`src/rtl/task_timing_stats_table_macros.svh`:
```
// Assertion macros for the task timing statistics table.
// Used by the top level only; no other dependencies.
`ifndef TASK_TIMING_STATS_TABLE_MACROS_SVH
`define TASK_TIMING_STATS_TABLE_MACROS_SVH
// a implies b on the same edge
`define TTS_ASSERT_IMP(lbl, a, b) \
  lbl: assert property (@(posedge clk) disable iff (!rst_n) (a) |-> (b)) \
    else $error("assertion failed");
// a implies b on the next edge
`define TTS_ASSERT_NXT(lbl, a, b) \
  lbl: assert property (@(posedge clk) disable iff (!rst_n) (a) |=> (b)) \
    else $error("assertion failed");
`endif

```
`src/rtl/tts_ram.sv`:
```
// Generic single-port-write, one-read RAM with registered read data.
// No dependencies.
module tts_ram #(
  parameter int unsigned WIDTH = 8,
  parameter int unsigned DEPTH = 16
) (
  input  logic                     clk,
  input  logic                     we,
  input  logic [$clog2(DEPTH)-1:0] waddr,
  input  logic [WIDTH-1:0]         wdata,
  input  logic [$clog2(DEPTH)-1:0] raddr,
  output logic [WIDTH-1:0]         rdata
);
  logic [WIDTH-1:0] mem_r [DEPTH];

  always_ff @(posedge clk) begin
    if (we) begin
      mem_r[waddr] <= wdata;
    end
    rdata <= mem_r[raddr];
  end
endmodule

```
`config.mk`:
```
export PLATFORM = sky130hd
export DESIGN_NAME = tts_ram
export DESIGN_NICKNAME = d
export VERILOG_FILES = /design/src/rtl/task_timing_stats_table_macros.svh /design/src/rtl/tts_ram.sv
export SDC_FILE = /design/constraint.sdc
export NUM_CORES = 1
export LEC_CHECK = 0
export BUFFER_PORTS_ARGS = -buffer_cell sky130_fd_sc_hd__buf_2
export CELL_PAD_IN_SITES_DETAIL_PLACEMENT = 0
export CELL_PAD_IN_SITES_GLOBAL_PLACEMENT = 1
export CORE_MARGIN = 4
export CORE_UTILIZATION = 37
export DETAILED_ROUTE_END_ITERATION = 12
export GPL_TIMING_DRIVEN = 1
export PLACE_DENSITY = 0.6
export SYNTH_ARGS = -nofsm -noshare
export SYNTH_HDL_FRONTEND = slang
export SYNTH_SLANG_ARGS = --single-unit
```
`constraint.sdc`:
```
create_clock -name clk -period 2.5 [get_ports clk]
set_input_delay 0.375 -clock clk [delete_from_list [all_inputs] [get_ports clk]]
set_output_delay 0.375 -clock clk [all_outputs]
set_load 0.01 [all_outputs]
```
-- Word-level counts from Yosys, hierarchy flattened
Memory sizes are Yosys's and may differ from the RTL's. A register that Yosys moved wholly into a read port is not among the register bits.
Index checks and enable logic that the tools add are counted.
- register bits: 0
- output and inout port bits: 8
- RAM bits: 128
- memories: 1
- mux-type cells: 2
- memory list (memory ; words ; bits a word ; rd ports ; clocked after memory_dff ; wr ports ; RTL line ; text):
    mem_r ; 16 ; 8 ; 1 ; 1 ; 1 ; tts_ram.sv:14 ; logic [WIDTH-1:0] mem_r [DEPTH];
- operator list (operator ; number):
    two-way mux 1 bit ; 2

-- Logic depth before layout (Yosys ltp)
- depth in word-level cells: 2
- mapped depth: 5

-- Worst setup path after synthesis
OpenSTA, ideal clock, no wires.
- path kind: input port to flip-flop
- from: in waddr[2]
- to: mem mem_r[0][0], enable pin
- stages: 2
- setup time: 383 ps
- slack: 632 ps
- arrival: 1485 ps
- buffers on the path: 0
- path through: or3b_2 -> nor3_1
- RTL lines (what ; RTL line ; text):
    start: declaration ; tts_ram.sv:9 ; input logic [$clog2(DEPTH)-1:0] waddr,
    end: declaration ; tts_ram.sv:14 ;
No word-level cell before the write port.

==> metrics.md <==
| Metric | Value |
|---|---|
| Most frequent cells in the layout | edfxtp_1, buf_2, mux4_2, clkbuf_16 |
| Internal power | 4.09 mW |
| HP Class | primary input to register |
| Fmax achieved | 699 MHz |
| Post-synthesis simple-gate area fraction | 0.0318 |
| DR vias | 2379 |
| Syn_area_per_cell | 22.5 sq um |
| RSZ-0062 raised after global routing | no |
| Root buf cell | clkbuf_16 |
| Compound-Gate Fraction of Synth Area | 0.0233 |
| Slowest CP cell | mux4_1 |
| Top FF cell, synth | edfxtp_1 |
| CTS H-tree depth | 4 |
| Die height | 126 um |
| Outcome | completed |
| Register area share after synthesis | 0.778 |
| Slew @ Worst Pin | 0.830 ns |
| Post-synthesis mux area share | 0.150 |
| Clk pwr share | 0.448 |
| Post-CTS Setup Bufs | 0 |
| Final GP Congestion | 0.707 |
| Critical Path RT | between 2 and 3 ns |
| XOR/XNOR Fraction of Synth Area | 0 |
| Reg2Reg Depth | 3 |
| P&R area growth vs syn | 18.7% |
| Synth Instances | 229 |
| Clock Tree Buf Depth | 2 |
| Share of cells above drive strength 1 | 0.293 |
| Setup TNS | 0 ns |
| Tcrit/Tclk final | 0.572 |
| Min Tclk post-route | 1.43 ns |
| Pleak | about 2 nW |
| Initial DRC count | between 200 and 250 |
| HPWL Detailed | 6260 um |
| Most common cell after layout, fill and taps aside | edfxtp_1 |
| N_diodes | 0 |
| Slowest Stage Delay on Critical Path | 0.67 ns |
| First-pass GRT wire length | around 16000 um |
| Pwr Total | 5.08 mW |
| Mapped cell area | just over 5000 sq um |
| IO Pins | 26 |
| Tot GR Track Use | 0.138 |
| Number of synthesized flops with an enable pin | roughly 130 |
| First-pass detailed-route iteration total | 4 |
| Synthesis-stage register bit count | about 140 |
| Part of the power in registers | 0.505 |
| Vias in the first global route | 2480 |
| CTS tree | built |
| # rows | 42 |
| Hold slack | 0.353 ns |
| Adder-Cell Fraction of Synth Area | 0 |
| Global route overflow | 0 |
| Fillers | 1178 |
| Ys Warns | 0 |
| Reg-to-reg slack, setup | 1.17 ns |
| Drt total wl | 10300 um |
| FF+latch area | ~4000 sq um |
| Clock skew | 0.00371 ns |
| Initial antenna violation count | 0 |
| Clock-pin slew on the worst setup and hold paths | 0.05 ns |
| Async set or reset register ratio after synthesis | 0 |
| Logic pwr share | 0.047 |
| Crit. Startpoint | raddr[0] |
| Critical Path Sink | rdata[1] |
| DIE AREA | between 15000 and 20000 sq um |
| Area leader, netlist | edfxtp_1 |
| Max-slew violation count | 0 |
| Clock Sinks | ~140 |
| Crit path cell chain | buf_2 -> buf_12 -> mux4_1 -> a22oi_1 -> nand2_1 |
| Initial Util | 0.383 |
| Clock latency on the worst-skew pair | 0.40 ns |
| WP buf/inv | 2 |
| CTS Hold Bufs | 0 |
| Max cap viols | 0 |
| Critical Path Fanout Max | 32 |
| Net Count, Synth | between 200 and 250 |
| DRT antenna net count | 0 |
| Largest family of logic cells by synthesized area | multiplexers |
| Routed vias/inst | 5.06 |
| Post_cts resized | 0 |
| Largest net degree at the start of global routing | 33 |
| Die Wd | ~130 um |
| DR DRC count | 0 |
| Setup crit end kind | register |
| Layout Nets | around 300 |
| Reg-to-Reg Start | mem_r[6][1] |
| Port bufs | 25 |
| Startpoint Class | primary input |
| CP arrival | approximately 1.7 ns |
| Setup CP Type | primary input to register |
| Sw Share | 0.194 |
| Worst slew margin | 0.445 |
| Net switching power | 0.985 mW |
| Pwr dens | 831 nW/um^2 |
| Synth unique cells | 19 |
| Post-DR wirelength/cell | 22.0 um |
| Endpoints failing hold | 0 |
| Top cell type's share of synthesized area | 0.747 |
| Final setup fails | 0 |
| CORE AREA | about 13000 sq um |
| Crit path depth | 5 |
| Area of the multi-input gates | 1060 sq um |
| Top post-synthesis cells by area | edfxtp_1, mux4_2, mux4_1 |
| R2R Path End | rdata[1] |
| VDD IR max | 477 uV |
| Critical path's top delay family | multiplexers |
| TritonCTS buffer count | 17 |
-- cells by family after synthesis --
logic type	after synthesis
flip-flops	136
AND/OR/NAND/NOR	35
buffers and inverters	10
multiplexers	32
AO/OA/AOI/OAI	16
-- per-layer routing --
layer | GRT usage | wire length (um) | vias to the layer above
met3 | 0.0334 | 774 | 10
met2 | 0.205 | 4920 | 85
li1 | - | - | 1075
met1 | 0.203 | 4520 | 1209
met4 | 0.0454 | 106 | 0
met5 | 0 | 0 | -
-- registers in the layout, indices dropped and copies added, names as in the netlist --
name and count:
mem_r 128, rdata 8
-- Yosys cell counts (2+ instances only) --
cell type          n
edfxtp_1         128
mux4_2            18
a22oi_1           16
mux4_1            14
nor2_1            13
nand2_1            9
dfxtp_1            8
nor3_1             4
buf_2              3
buf_6              3
clkdlybuf4s25_2    3
nand2b_1           2
nand3b_1           2
-- per-stage QoR --
| stage | cell area, sq um | std cells | setup slack, ns | utilization |
|---|---|---|---|---|
| 4_1_cts | 6110 | 470 | 1.09 | 0.454 |
| 3_3_place_gp | 5570 | 438 | 0.656 | 0.414 |
| 6_report | 6110 | 470 | 1.07 | 0.454 |
| 3_5_place_dp | 5570 | 438 | 0.657 | 0.414 |
| 2_1_floorplan | 5150 | 229 | 0.632 | - |
| 5_1_grt | 6110 | 470 | 1.00 | 0.454 |
-- how the worst min path moves through the flow --
stage                 startpoint          end  cells past startpoint
CTS                     wdata[0]  mem_r[4][0]                      1
global route            wdata[7]  mem_r[4][7]                      1
detailed placement   mem_r[7][0]     rdata[0]                      3
floorplan               wdata[0]  mem_r[0][0]                      0
global placement    mem_r[11][3]     rdata[3]                      3
finish                  wdata[0]  mem_r[5][0]                      1
-- power by group through the flow --
stage / Combinational, mW / Sequential, mW / Clock (mW)
finish: 0.238 / 2.56 / 2.28
global route: 0.261 / 2.57 / 2.43
CTS: 0.244 / 2.57 / 2.31
detailed placement: 0.244 / 2.61 / 0
global placement: 0.241 / 2.61 / 0
floorplan: 0.129 / 2.61 / 0
-- layout make-up --
type                       count  share of cell area
sequential                   136               0.655
multi-input combinational     83               0.173
clock buffer                  20              0.0714
timing repair buffer          43              0.0467
tap                          176              0.0360
clock inverter                12              0.0178
No activity file was read; power rests on OpenSTA's default activity.
