## config.mk

```make
export PLATFORM = sky130hd
export DESIGN_NAME = tts_div
export DESIGN_NICKNAME = d
export VERILOG_FILES = /design/src/rtl/task_timing_stats_table_macros.svh /design/src/rtl/tts_pkg.sv /design/src/rtl/tts_div.sv
export SDC_FILE = /design/constraint.sdc
export NUM_CORES = 1
export LEC_CHECK = 0
export BUFFER_PORTS_ARGS = -buffer_cell sky130_fd_sc_hd__buf_2
export CAP_MARGIN = 15
export CORE_ASPECT_RATIO = 0.6
export CORE_UTILIZATION = 40
export DETAILED_ROUTE_END_ITERATION = 10
export GPL_TIMING_DRIVEN = 0
export PLACE_DENSITY = 0.67
export REMOVE_ABC_BUFFERS = 1
export SYNTH_ARGS = -nofsm -noshare
export SYNTH_HDL_FRONTEND = slang
export SYNTH_SLANG_ARGS = --single-unit
```

## constraint.sdc

```tcl
create_clock -name clk -period 3.6 [get_ports clk]
set_clock_uncertainty 0.2 [all_clocks]
set_input_delay 0.36 -clock clk [delete_from_list [all_inputs] [get_ports clk]]
set_output_delay 0.36 -clock clk [all_outputs]
set_load 0.01 [all_outputs]
```

## src/rtl/task_timing_stats_table_macros.svh

```systemverilog
// Assertion macros for the task timing statistics table.
// Used by the top level only; no other dependencies.
`ifndef TASK_TIMING_STATS_TABLE_MACROS_SVH
`define TASK_TIMING_STATS_TABLE_MACROS_SVH
// a implies b on the same edge
`define TTS_ASSERT_IMP(lbl, a, b) \
  lbl: assert property (@(posedge clk) disable iff (!rst_n) (a) |-> (b)) \
    else $error("assertion failed");
// a implies b on the next edge
`define TTS_ASSERT_NXT(lbl, a, b) \
  lbl: assert property (@(posedge clk) disable iff (!rst_n) (a) |=> (b)) \
    else $error("assertion failed");
`endif

```

## src/rtl/tts_pkg.sv

```systemverilog
// Shared types and constants for the task timing statistics table.
// No dependencies.
package tts_pkg;
  localparam int unsigned TW = 48;
  localparam int unsigned PW = 22;
  localparam int unsigned UW = 15;
  localparam logic [UW-1:0] FULL_UTIL = 15'd25600;
  localparam logic [TW-1:0] M48 = {TW{1'b1}};

  typedef enum logic [2:0] {
    CMD_CREATE = 3'd0, CMD_START = 3'd1, CMD_END = 3'd2,
    CMD_WAKE = 3'd3, CMD_BLOCK = 3'd4, CMD_PERIOD = 3'd5
  } cmd_t;

  typedef enum logic [2:0] {
    ST_OK = 3'd0, ST_UNKNOWN = 3'd1, ST_FULL = 3'd2,
    ST_RUNNING = 3'd3, ST_IDLE = 3'd4
  } status_t;

  typedef struct packed {
    logic start;
    logic [63:0] num;
    logic [47:0] den;
  } div_req_t;

  typedef struct packed {
    logic busy;
    logic done;
    logic [63:0] quo;
  } div_rsp_t;
endpackage

```

## src/rtl/tts_div.sv

```systemverilog
// Restoring radix-2 divider, one quotient bit per cycle, 64-bit quotient.
// Depends on tts_pkg.
module tts_div (
  input  logic              clk,
  input  logic              rst_n,
  input  tts_pkg::div_req_t req,
  output tts_pkg::div_rsp_t rsp
);
  logic [6:0]  cnt_r, cnt_nxt;
  logic        busy_r, busy_nxt, done_r, done_nxt;
  logic [63:0] q_r, q_nxt;
  logic [48:0] rem_r, rem_nxt;
  logic [47:0] den_r, den_nxt;
  logic [48:0] trial;

  always_comb begin
    cnt_nxt = cnt_r; busy_nxt = busy_r; done_nxt = 1'b0;
    q_nxt = q_r; rem_nxt = rem_r; den_nxt = den_r;
    trial = '0;
    if (req.start) begin
      busy_nxt = 1'b1; cnt_nxt = 7'd64; q_nxt = req.num;
      rem_nxt = '0; den_nxt = req.den;
    end else if (busy_r) begin
      trial = {rem_r[47:0], q_r[63]};
      q_nxt = {q_r[62:0], 1'b0};
      if (trial >= {1'b0, den_r}) begin
        rem_nxt = trial - {1'b0, den_r};
        q_nxt[0] = 1'b1;
      end else begin
        rem_nxt = trial;
      end
      cnt_nxt = cnt_r - 7'd1;
      if (cnt_r == 7'd1) begin
        busy_nxt = 1'b0; done_nxt = 1'b1;
      end
    end
  end

  always_ff @(posedge clk) begin
    if (!rst_n) begin
      busy_r <= 1'b0; done_r <= 1'b0; cnt_r <= '0;
    end else begin
      busy_r <= busy_nxt; done_r <= done_nxt; cnt_r <= cnt_nxt;
    end
    q_r <= q_nxt; rem_r <= rem_nxt; den_r <= den_nxt;
  end

  assign rsp.busy = busy_r;
  assign rsp.done = done_r;
  assign rsp.quo  = q_r;
endmodule

```

-- After elaboration in Yosys (flattened, before gate mapping)
Index checks and enable logic that the tools add are counted.
- register bits: 169
- input port bits: 115
- muxes and demuxes: 10
- magnitude comparators: 1
- reduce and logical (&&, ||, !) cells: 3
- add/subtract/negate cells: 2
- eq/ne operators: 1
- bitwise operators: 2
- operators by type and width (cell ; number):
    2-to-1 mux 64 bit ; 2
    >= comparator 49 x 48 -> 1 bit ; 1
    2-to-1 mux 48 bit ; 1
    subtractor 48 bit ; 1
    2-to-1 mux 7 bit ; 2
    equality test 7 x 1 -> 1 bit, second input constant ; 1
    subtractor 7 x 1 -> 7 bit, second input constant ; 1
    2-to-1 mux 1 bit ; 5
    OR reduction 3 bit ; 1
    inverter 1 bit ; 2
    nonzero test 2 bit ; 1
    OR reduction 2 bit ; 1

-- Logic depth before layout (Yosys ltp)
- depth after elaboration: 4
- depth in mapped cells: 15
- mapped depth without buffers: 13

-- Worst setup path after synthesis
Ideal clock, no wire load.
- path kind: reg2reg
- start point: register q_r[63]
- end point: register rem_r[38]
- data arrival time: 2.715 ns
- stages on the path, launching flop included: 14
- path buffers: 0
- setup slack: 0.600 ns
- clock period less this slack: 3.000 ns
- required time: 3.314 ns
- cell sequence: edfxtp_1 inv_1 ha_1 fa_1 nand2b_1 a211oi_1 o21bai_1 a211oi_1 nor2_1 o21bai_1 a21oi_1 xnor2_1 mux2i_1 a211oi_1
- cells in the longest elaborated chain, start to end: 2
- elaborated cells between the ends (all ways): 3
- RTL lines (item ; line ; source):
    start, declared ; tts_div.sv:11 ; logic [63:0] q_r, q_nxt;
    start signal, assigned ; tts_div.sv:45 ; q_r <= q_nxt; rem_r <= rem_nxt; den_r <= den_nxt;
    subtractor 48 bit / >= comparator 49 x 48 -> 1 bit (equally long branches) ; tts_div.sv:27, tts_div.sv:26 ;
    2-to-1 mux 48 bit (*) ; tts_div.sv:26 ; if (trial >= {1'b0, den_r}) begin
    end signal, assigned ; tts_div.sv:45 ;
    end, declared ; tts_div.sv:12 ; logic [48:0] rem_r, rem_nxt;
Mark *: on every way between the ends. The rest lies on a longest branch, timed or not.
A chain may end at the register's enable or synchronous reset.

-- Final worst setup path
- start point: register den_r[21]
- end point: register rem_r[3]
- cells in the longest elaborated chain, start to end: 2
- RTL lines (item ; line ; source):
    start, declared ; tts_div.sv:13 ; logic [47:0] den_r, den_nxt;
    start signal, assigned ; tts_div.sv:45 ;
    >= comparator 49 x 48 -> 1 bit ; tts_div.sv:26 ;
    2-to-1 mux 48 bit ; tts_div.sv:26 ;
Every way passes these cells.

==> metrics.txt <==
status=completed; Slew @ Worst Pin=0.923 ns; FF-to-FF path depth=14; Post-synth ARST share=0; Worst-path clk slew=0.07 ns; CORE AREA=23500 um2; Routed Wire Length=24700 um; drc violations=0; Mapped Area=9730 um2; Pwr Total=5.69 mW; Worst EP required=3.68 ns; number of synthesized flops with an enable pin=112; largest net degree at the start of global routing=100; first-pass GRT wire length=40100 um; crit end category=flop; max cap viols=0; Max Root-Sink Buffers=2; Ys Warns=0; vias in the first global route=7545; fraction of layout cells with a size suffix above 1=0.260; Top-Level Pins=181; Static Leak=5.18 nW; Die ar.=25000 um2; WL per Instance=16.3 um; register area share after synthesis=0.463; FF+latch count, synth=169; Filler cells=2165; CP cell instances=inv_1, ha_1, nand2_1, o221ai_1, a21o_1, a21oi_1, o21ai_1, nor3_4, o41ai_4, buf_4, buf_8, buf_6, mux2i_1, a211oi_1; Slowest Stage Delay on Critical Path=0.48 ns; Rel. slew slack=0.385; CTS Root Cell=clkbuf_16; Critical Path Sink=rem_r[3]$_SDFFE_PP0P_; Mapped Cells=944; antenna viol nets, final=0; total CTS buffers=17; via count=7982; DRT iter0 DRCs=601; Die H=123 um; # clock sinks=169; total gr overflow=0; pre-CTS WS=-0.0957 ns; worst r2r dst=rem_r[3]$_SDFFE_PP0P_; Total Routing Usage GR=0.206; VDD IR max=0.282 mV; Yosys cell types=59; period utilization=0.960; placed inst area=10900 um2; startpoint types=flop; Chip Width=203 um; port buffer count=180; H-tree Lvls=4; worst r2r src=den_r[21]$_DFFE_PP_; detailed-router iteration count before antenna repair=6; # diodes=0; clk_lat worst skew=0.45 ns; Critical path origin=den_r[21]$_DFFE_PP_; Pwr Density=457 nW/um2; Hold Slack=0.0256 ns; Slew Viols, Final=0; initial core utilization=0.415; PnR worst setup slack=0.143 ns; WS Path Type=flop to flop; RSZ-0062 raised after global routing=yes; final-stage net count=1354; CP max-delay cell=ha_1; Final Cell Area=12500 um2; Tmin final=3.46 ns; setup slack, reg-to-reg=0.14 ns; ys flop type=edfxtp_1; Worst Hold Class=input pin to flop; vias per cell=5.27; crit-path max FO=17; CP arrival=3.54 ns; HPWL after DPL=17300 um; final hold vios=0; Std-Cell Rows=43; max frequency=0.289 GHz; initial antenna violation count=0; Avg Cell Area, Syn=10.3 um2; CTS tree=built; Final Util=0.531; area delta synth->final=28.0%; gpl congestion=0.914; final setup vio count=0
[worst max-delay path, delay by kind of cell, from the launching register on]
kind,cells,cell delay [ns]
adder cells (fa/ha/maj),1,0.48
AO/OA/AOI/OAI,6,1.10
AND/OR/NAND/NOR,2,0.32
flip-flops,1,0.34
multiplexers,1,0.23
buffers and inverters,4,0.61
[routing by layer]
layer	share of wire	vias to the layer above	track usage
met5	0	-	0
met4	0.0087	0	0.0451
met3	0.052	19	0.0507
met2	0.41	228	0.286
met1	0.53	3791	0.317
li1	-	3944	-
[cell type report]
type / instances / area, um2 / area share
Clock buffer: 18 / 429 / 0.0345
Clock inverter: 14 / 125 / 0.0100
Inverter: 69 / 259 / 0.0208
Multi-Input combinational cell: 648 / 4760 / 0.382
Sequential cell: 169 / 4510 / 0.362
Tap cell: 315 / 394 / 0.0316
Timing Repair Buffer: 283 / 1980 / 0.159
[how the worst min path moves through the flow]
| stage | from | to | slack, ns | cells after the start |
|---|---|---|---|---|
| 2_1_floorplan | req[112] | rem_r[17]$_SDFFE_PP0P_ | 0.23 | 1 |
| 3_3_place_gp | rem_r[1]$_SDFFE_PP0P_ | rem_r[1]$_SDFFE_PP0P_ | 0.27 | 2 |
| 3_5_place_dp | rem_r[1]$_SDFFE_PP0P_ | rem_r[1]$_SDFFE_PP0P_ | 0.28 | 2 |
| 4_1_cts | req[87] | q_r[39]$_DFFE_PP_ | 0.0007 | 2 |
| 5_1_grt | req[109] | q_r[61]$_DFFE_PP_ | 0.005 | 2 |
| 6_report | req[109] | q_r[61]$_DFFE_PP_ | 0.03 | 2 |
[cell families (layout without fill, tap and decap cells)]
family / after synthesis / in the layout / share of synthesized area
AOI/OAI and AO/OA: 233 / 233 / 0.155
adders and majority gates: 51 / 51 / 0.0664
buffers and inverters: 127 / 384 / 0.0581
and+or+nand+nor: 217 / 217 / 0.104
xor gates and xnor gates: 49 / 49 / 0.0441
muxes: 98 / 98 / 0.109
DFF: 169 / 169 / 0.463
[stage by stage]
stage / instances / setup TNS [ns]
floorplan: 886 / -132.30
CTS: 1513 / 0
global placement: 1381 / -366.38
finish: 1516 / 0
global route: 1516 / -0.000762
detailed placement: 1388 / -0.601
[cells in the mapped netlist, drive strengths merged, types with 2 or more instances]
cell type  instances  area share
edfxtp           112        0.35
nor2              72       0.028
inv               69       0.027
a21oi             68       0.036
nand2             67       0.026
mux2              64       0.074
dfxtp             57        0.12
ha                50       0.064
a211oi            47       0.037
o21ai             43       0.022
clkbuf            41       0.016
mux2i             34       0.035
xnor2             29       0.026
xor2              20       0.018
nand4             19       0.012
a21o              17       0.013
buf               17       0.015
nand3             12      0.0062
nand2b            11      0.0071
nor3               9      0.0051
o211ai             9      0.0069
o21a               8      0.0062
o21bai             7      0.0054
a31oi              6      0.0039
or3                5      0.0032
nor2b              4      0.0026
o31ai              4      0.0031
a31o               3      0.0027
nor4               3      0.0019
o221ai             3      0.0027
o31a               3      0.0027
o32ai              3      0.0027
or2                3      0.0019
a21boi             2      0.0015
a221oi             2      0.0018
and4               2      0.0018
nand4b             2      0.0018
nor4b              2      0.0018
o2111ai            2      0.0018
or4                2      0.0015
[report_power, final]
part           leakage (nW)  internal [mW]  switching (mW)
clock network         0.264          0.955           0.818
registers              1.58           2.27          0.0993
logic                  3.34          0.685           0.855
[placed cells by master (no fill, tap or decap), drive strengths merged, types with 47 or more instances in the layout]
master	instances
dlygate4sd3	92
ha	50
a211oi	47
buf	191
nor2	72
dfxtp	57
a21oi	68
inv	72
mux2	64
edfxtp	112
nand2	67
[state kept, by name, summed over array words and instances (netlist names)]
signal and count:
cnt_r 7, busy_r 1, den_r 48, q_r 64, rem_r 48, done_r 1
[what timing repair did]
action                                  in CTS  in global routing
hold buffers                                91                  1
gates resized for setup                      1                 17
endpoints found under the setup margin      24                 33
pin swaps                                    1                  4
endpoints found under the hold margin       92                  1
buffers inserted                             2                  2
Power figures use the tool's default switching activity.
